===== config.mk =====
export PLATFORM = sky130hd
export DESIGN_NAME = min_max_tracking_stack_core
export DESIGN_NICKNAME = d
export VERILOG_FILES = /design/src/design/mmts_pkg.sv /design/src/design/min_max_tracking_stack_core.sv /design/src/design/mmts_ram.sv
export SDC_FILE = /design/constraint.sdc
export NUM_CORES = 2
export LEC_CHECK = 0
export ABC_CLOCK_PERIOD_IN_PS = 13500
export BUFFER_PORTS_ARGS = -buffer_cell sky130_fd_sc_hd__buf_2
export CORE_MARGIN = 4
export CORE_UTILIZATION = 40
export DETAILED_ROUTE_END_ITERATION = 10
export GPL_TIMING_DRIVEN = 0
export PLACE_DENSITY_LB_ADDON = 0.3
export SLEW_MARGIN = 20
export SYNTH_ARGS = -nofsm -noshare
export SYNTH_HDL_FRONTEND = slang
export SYNTH_SLANG_ARGS = --single-unit

===== constraint.sdc =====
create_clock -name clk -period 13.5 [get_ports clk]
set_input_delay 2.025 -clock clk [delete_from_list [all_inputs] [get_ports clk]]
set_output_delay 2.025 -clock clk [all_outputs]
set_load 0.02 [all_outputs]

===== src/design/mmts_pkg.sv =====
package mmts_pkg;

  // Operation carried in the input side-band field.
  localparam logic KIND_PUSH = 1'b0;
  localparam logic KIND_POP  = 1'b1;

  // Status codes reported with each result word.
  typedef enum logic [1:0] {
    ST_OK        = 2'd0,
    ST_OVERFLOW  = 2'd1,
    ST_UNDERFLOW = 2'd2
  } status_t;

  // Control sequencer states.
  typedef enum logic {
    S_IDLE     = 1'b0,
    S_POP_WAIT = 1'b1
  } state_t;

  // Fixed widths of the result fields.
  localparam int unsigned OUT_VAL_W   = 32;
  localparam int unsigned DEPTH_W     = 5;
  localparam int unsigned OUT_TDATA_W = 104;

endpackage


===== src/design/min_max_tracking_stack_core.sv =====
// A push or an underflowing pop has its result word registered in the cycle after acceptance;
// a pop that removes an entry first waits in S_POP_WAIT for the RAM read.
// Throughput: one push per cycle while the output is free or draining; a pop that removes an
// entry blocks input in S_POP_WAIT, set by the registered stack RAM read of the entry below the old top.
// Reset: synchronous, active low; clears the fill count, the sequencer and the output
// valid. Stack RAM contents are not cleared; only entries below the fill count are used.
module min_max_tracking_stack_core
  import mmts_pkg::*;
#(
  parameter int unsigned STACK_DEPTH = 16,
  parameter int unsigned VALUE_WIDTH = 32
) (
  input  logic                   clk,
  input  logic                   rst_n,
  input  logic                   in_tvalid,
  output logic                   in_tready,
  input  logic [31:0]            in_tdata,   // [31:0] push_value
  input  logic                   in_tuser,   // [0] kind
  output logic                   out_tvalid,
  input  logic                   out_tready,
  // [1:0] status, [6:2] depth, [7] is_empty, [39:8] top_value,
  // [71:40] lowest_value, [103:72] highest_value
  output logic [OUT_TDATA_W-1:0] out_tdata
);

  localparam int unsigned ADDR_W  = $clog2(STACK_DEPTH);
  localparam int unsigned CNT_W   = $clog2(STACK_DEPTH + 1);
  localparam int unsigned ENTRY_W = 3 * VALUE_WIDTH;

  state_t state_r, state_nxt;
  logic [CNT_W-1:0] fill_r, fill_nxt;
  logic signed [VALUE_WIDTH-1:0] top_val_r, top_val_nxt;
  logic signed [VALUE_WIDTH-1:0] top_lo_r, top_lo_nxt;
  logic signed [VALUE_WIDTH-1:0] top_hi_r, top_hi_nxt;
  logic out_valid_r, out_valid_nxt;
  logic [OUT_TDATA_W-1:0] out_data_r, out_data_nxt;

  logic                   ram_wr_en;
  logic [ADDR_W-1:0]      ram_wr_addr;
  logic [ENTRY_W-1:0]     ram_wr_data;
  logic [ADDR_W-1:0]      ram_rd_addr;
  logic [ENTRY_W-1:0]     ram_rd_data;

  logic                   in_fire;
  logic                   load_out;
  status_t                status;
  logic signed [63:0]     push_ext;
  logic signed [VALUE_WIDTH-1:0] push_v;
  logic signed [VALUE_WIDTH-1:0] new_lo, new_hi;
  logic [31:0]            fill_wide;
  logic signed [63:0]     top_ext, lo_ext, hi_ext;
  logic                   res_empty;

  // One entry holds value, running minimum and running maximum.
  mmts_ram #(
    .WIDTH(ENTRY_W),
    .DEPTH(STACK_DEPTH)
  ) u_ram (
    .clk     (clk),
    .wr_en   (ram_wr_en),
    .wr_addr (ram_wr_addr),
    .wr_data (ram_wr_data),
    .rd_addr (ram_rd_addr),
    .rd_data (ram_rd_data)
  );

  // Input is taken when idle and the output register is free or draining.
  assign in_tready = (state_r == S_IDLE) && (!out_valid_r || out_tready);
  assign in_fire   = in_tvalid && in_tready;

  // Convert the pushed word to the stored width.
  assign push_ext = 64'($signed(in_tdata));
  assign push_v   = VALUE_WIDTH'(push_ext);
  assign new_lo   = (fill_r == '0 || push_v < top_lo_r) ? push_v : top_lo_r;
  assign new_hi   = (fill_r == '0 || push_v > top_hi_r) ? push_v : top_hi_r;

  // Sequencer, stack update and RAM control.
  always_comb begin
    state_nxt   = state_r;
    fill_nxt    = fill_r;
    top_val_nxt = top_val_r;
    top_lo_nxt  = top_lo_r;
    top_hi_nxt  = top_hi_r;
    ram_wr_en   = 1'b0;
    ram_wr_addr = ADDR_W'(fill_r);
    ram_wr_data = {new_hi, new_lo, push_v};
    ram_rd_addr = ADDR_W'(fill_r - CNT_W'(2));
    load_out    = 1'b0;
    status      = ST_OK;
    case (state_r)
      S_IDLE: begin
        if (in_fire) begin
          if (in_tuser == KIND_PUSH) begin
            load_out = 1'b1;
            if (fill_r == CNT_W'(STACK_DEPTH)) begin
              status = ST_OVERFLOW;
            end else begin
              ram_wr_en   = 1'b1;
              fill_nxt    = fill_r + CNT_W'(1);
              top_val_nxt = push_v;
              top_lo_nxt  = new_lo;
              top_hi_nxt  = new_hi;
            end
          end else if (fill_r == '0) begin
            load_out = 1'b1;
            status   = ST_UNDERFLOW;
          end else begin
            // Fetch the entry that becomes the new top.
            fill_nxt  = fill_r - CNT_W'(1);
            state_nxt = S_POP_WAIT;
          end
        end
      end
      S_POP_WAIT: begin
        top_val_nxt = ram_rd_data[VALUE_WIDTH-1:0];
        top_lo_nxt  = ram_rd_data[2*VALUE_WIDTH-1:VALUE_WIDTH];
        top_hi_nxt  = ram_rd_data[3*VALUE_WIDTH-1:2*VALUE_WIDTH];
        load_out    = 1'b1;
        state_nxt   = S_IDLE;
      end
      default: begin
        state_nxt = S_IDLE;
      end
    endcase
  end

  // Assemble the result word from the state after the operation.
  always_comb begin
    fill_wide = 32'(fill_nxt);
    res_empty = (fill_nxt == '0);
    top_ext   = 64'(top_val_nxt);
    lo_ext    = 64'(top_lo_nxt);
    hi_ext    = 64'(top_hi_nxt);
    if (res_empty) begin
      top_ext = '0;
      lo_ext  = '0;
      hi_ext  = '0;
    end
    out_data_nxt = out_data_r;
    out_valid_nxt = out_valid_r && !out_tready;
    if (load_out) begin
      out_valid_nxt = 1'b1;
      out_data_nxt  = {hi_ext[OUT_VAL_W-1:0], lo_ext[OUT_VAL_W-1:0],
                       top_ext[OUT_VAL_W-1:0], res_empty,
                       fill_wide[DEPTH_W-1:0], status};
    end
  end

  // Control registers.
  always_ff @(posedge clk) begin
    if (!rst_n) begin
      state_r     <= S_IDLE;
      fill_r      <= '0;
      out_valid_r <= 1'b0;
    end else begin
      state_r     <= state_nxt;
      fill_r      <= fill_nxt;
      out_valid_r <= out_valid_nxt;
    end
  end

  // Payload registers.
  always_ff @(posedge clk) begin
    top_val_r  <= top_val_nxt;
    top_lo_r   <= top_lo_nxt;
    top_hi_r   <= top_hi_nxt;
    out_data_r <= out_data_nxt;
  end

  assign out_tvalid = out_valid_r;
  assign out_tdata  = out_data_r;

endmodule


===== src/design/mmts_ram.sv =====
module mmts_ram #(
  parameter int unsigned WIDTH = 96,
  parameter int unsigned DEPTH = 16
) (
  input  logic                     clk,
  input  logic                     wr_en,
  input  logic [$clog2(DEPTH)-1:0] wr_addr,
  input  logic [WIDTH-1:0]         wr_data,
  input  logic [$clog2(DEPTH)-1:0] rd_addr,
  output logic [WIDTH-1:0]         rd_data
);

  logic [WIDTH-1:0] mem [DEPTH];

  // Single write port, registered read port.
  always_ff @(posedge clk) begin
    if (wr_en) begin
      mem[wr_addr] <= wr_data;
    end
    rd_data <= mem[rd_addr];
  end

endmodule


==> results.yml <==
placement:
  dp_hpwl_um: 125000
  numPortBuffers: 142
  gp_congestion: 0.842
drt:
  drt_drc_violations_left: 0
  antenna_left: 0
  avgRoutedWirePerCell_um: 30.3
  wl_um: 195000
  vias: 37200
  drtPass1Iterations: 6
  via_per_inst: 5.78
  drt_iter0_markers: 4932
power_and_ir_drop:
  p_leak_nw: 27.0
  power_density_mw_per_mm2: 189
  max-vdd-ir-drop_v: 0.000142
cts:
  cts_tree: "yes"
  cts_resized: 0
  cts_max_level: 4
  clk_pin_slew_worst_paths_ns: 0.06
  clockRootBuffer: "clkbuf_16"
  cts_setup_buffers: 0
  clock-sinks: 1839
  clock_latency_ns: 0.83
  cts_buffers: 186
  cts_buffer_depth: 3
  holdBufCountCts: 0
global_route:
  grt_start_max_net_pins: 42
  grt_pass1_wl_um: 277000
  grt_pass1_vias: 37100
  antenna_found_initial: 13
  grt_usage: 0.210
  grt.overflow.total: 0
synthesis:
  muxShareOfSynthArea: 0.164
  synth_xor_area_frac: 0.000247
  async_reset_ff_frac: 0
  synth_edf_count: 1640
  synth_cells: 3484
  syn_avg_cell_area_um2: 20.4
  synthFlopType: "edfxtp_1"
  synth_fa_ha_area_frac: 0.0125
  yosys.area_share.simple: 0.0233
  synth-seq-cells: 1839
  syn_area_mm2: 0.0710
  syn-num-nets: 3592
  synth_compound_area_frac: 0.0361
  yosys_warnings: 0
  synthDistinctLibCells: 59
  synth_top_family_by_area: "multiplexers"
  ys_seq_area_frac: 0.749
layout:
  area_growth_pct: 16.1
  drive_gt1_frac: 0.284
  nets: 4029
floorplan:
  rows: 154
  dieArea_mm2: 0.184
  initial_core_util: 0.403
  chipHeight_um: 429
  fp.dieW_um: 429
  ios: 143
  core_mm2: 0.176
min_path:
  min_path_type: "flop to flop"
critical_path:
  start_kind: "flop"
  crit_path_cell_trace: "clkbuf_1 -> clkbuf_2 -> clkbuf_2 -> inv_1 -> ha_1 -> nor4bb_1 -> or2_2 -> nor2_2 -> clkbuf_1 -> nand2_1 -> nor3_2 -> buf_4 -> buf_6 -> buf_4 -> buf_4 -> buf_4 -> buf_4"
  crit_slowest_cell: "nor2_2"
  critPathMaxStageDelay_ns: 0.77
  crit_path_end_kind: "flop"
  cp_max_fo: 10
  path_common_cell: "buf_4"
  crit_type: "flop to flop"
  critical_path_required_ns: 14.00
  cp.arrival_ns: 7.92
timing:
  timing.final.crit_period_ns: 7.42
  fmax_ghz: 0.135
  skew_ns: 0.0386
  worst_pin_slew_ns: 1.15
  whs_ns: 0.453
  setup_violations: 0
  finalMaxSlewViolations: 0
  tns_ns: 0
  rsz0062_at_grt: "no"
  relSlewSlack: 0.231
  fin_crit_sh: 0.549
  hold_violations: 0
job:
  maxCapViolations: 0
run_status:
  outcome: "completed"
[layout by cell type (no fill, tap or decap), types with 78 or more instances in the layout]
| cell type | instances |
|---|---|
| buf_2 | 205 |
| a21oi_1 | 90 |
| nand2_1 | 179 |
| dfxtp_1 | 199 |
| clkbuf_1 | 175 |
| mux4_2 | 480 |
| edfxtp_1 | 1640 |
| a31oi_1 | 101 |
| clkbuf_16 | 190 |
| nor2_1 | 78 |
[layer usage]
layer  up-vias  track usage  routed length, um  share of wire
li1      15300            -                  -              -
met1     19800        0.285              78400           0.40
met4         4       0.0743               6950          0.036
met5         -            0                 25        0.00013
met2      1702        0.344              94900           0.49
met3       348       0.0366              14500          0.075
[worst max-delay path, delay by kind of cell, from the launching register on]
family | cells | cell delay [ns]
buffers and inverters | 11 | 4.15
and+or+nand+nor | 5 | 2.17
DFF | 1 | 0.38
adders and majority gates | 1 | 0.35
[path summary, 6_finish.rpt]
path	cells past startpoint	startpoint	slack (ns)	to
worst max register to register	17	fill_r[1]$_SDFF_PN0_	6.08	u_ram.mem[3][30]$_DFFE_PP_
worst min register to register	2	u_ram.rd_data[19]$_DFF_P_	0.45	top_val_r[19]$_DFF_P_
worst min-delay path	2	u_ram.rd_data[19]$_DFF_P_	0.45	top_val_r[19]$_DFF_P_
worst max-delay path	17	fill_r[1]$_SDFF_PN0_	6.08	u_ram.mem[3][30]$_DFFE_PP_
[stage by stage]
step	util	instance area [um2]	power, mW	worst slack (ns)	std cells
after floorplan	-	71000	9.23	-0.352	3484
after global placement	0.424	74700	10.4	-16.55	5966
after detailed placement	0.432	76200	10.5	6.33	6072
after CTS	0.468	82400	15.6	6.24	6425
after global routing	0.468	82500	16.1	6.01	6429
final	0.468	82500	15.6	6.08	6432
[registers in the layout (all words and copies together) (netlist names)]
register,flops
fill_r,5
out_tdata,104
out_tvalid,1
state_r,1
top_hi_r,32
top_lo_r,32
top_val_r,32
u_ram.mem,1536
u_ram.rd_data,96
[where the power goes]
part           total [mW]  switching [mW]  internal [mW]
sequential           7.25           0.232           7.02
clock                5.20            2.19           3.01
combinational        3.11            1.99           1.11
[logic make-up (layout without fill, tap and decap cells)]
family,count (synthesis),after routing
simple gates,366,366
mux,545,545
xor+xnor,2,2
other cells,0,6
flops,1839,1839
buf+inv,264,866
fa+ha+maj,71,71
compound gates,397,397
[synth_stat cells, types with 6 or more instances]
cell,instances,share of area
a211oi_1,34,0.0036
a21o_1,38,0.0040
a21oi_1,90,0.0063
a22o_1,32,0.0039
a31oi_1,101,0.0089
and2_1,16,0.0014
and3_1,6,0.00053
and4_1,6,0.00074
buf_1,33,0.0017
buf_2,18,0.0013
clkbuf_1,137,0.0072
dfxtp_1,199,0.056
edfxtp_1,1640,0.69
ha_1,71,0.013
inv_1,72,0.0038
mux2_2,34,0.0054
mux2_4,30,0.0063
mux4_2,480,0.15
nand2_1,180,0.0095
nand3_1,38,0.0027
nand4_1,9,0.00079
nor2_1,78,0.0041
nor3_1,7,0.00049
o211ai_1,35,0.0037
o21ai_0,49,0.0035
[area by class of cell]
| type | count | area (um2) |
|---|---|---|
| multi-input combinational | 1381 | 16900 |
| fill | 14600 | 93800 |
| sequential | 1839 | 53200 |
| clock inverter | 75 | 838 |
| timing repair buffer | 249 | 2150 |
| tap | 2340 | 2930 |
| inverter | 73 | 274 |
| antenna | 6 | 15.0 |
| buffer | 191 | 826 |
| clock buffer | 278 | 5370 |
(Power assumes the default switching activity.)
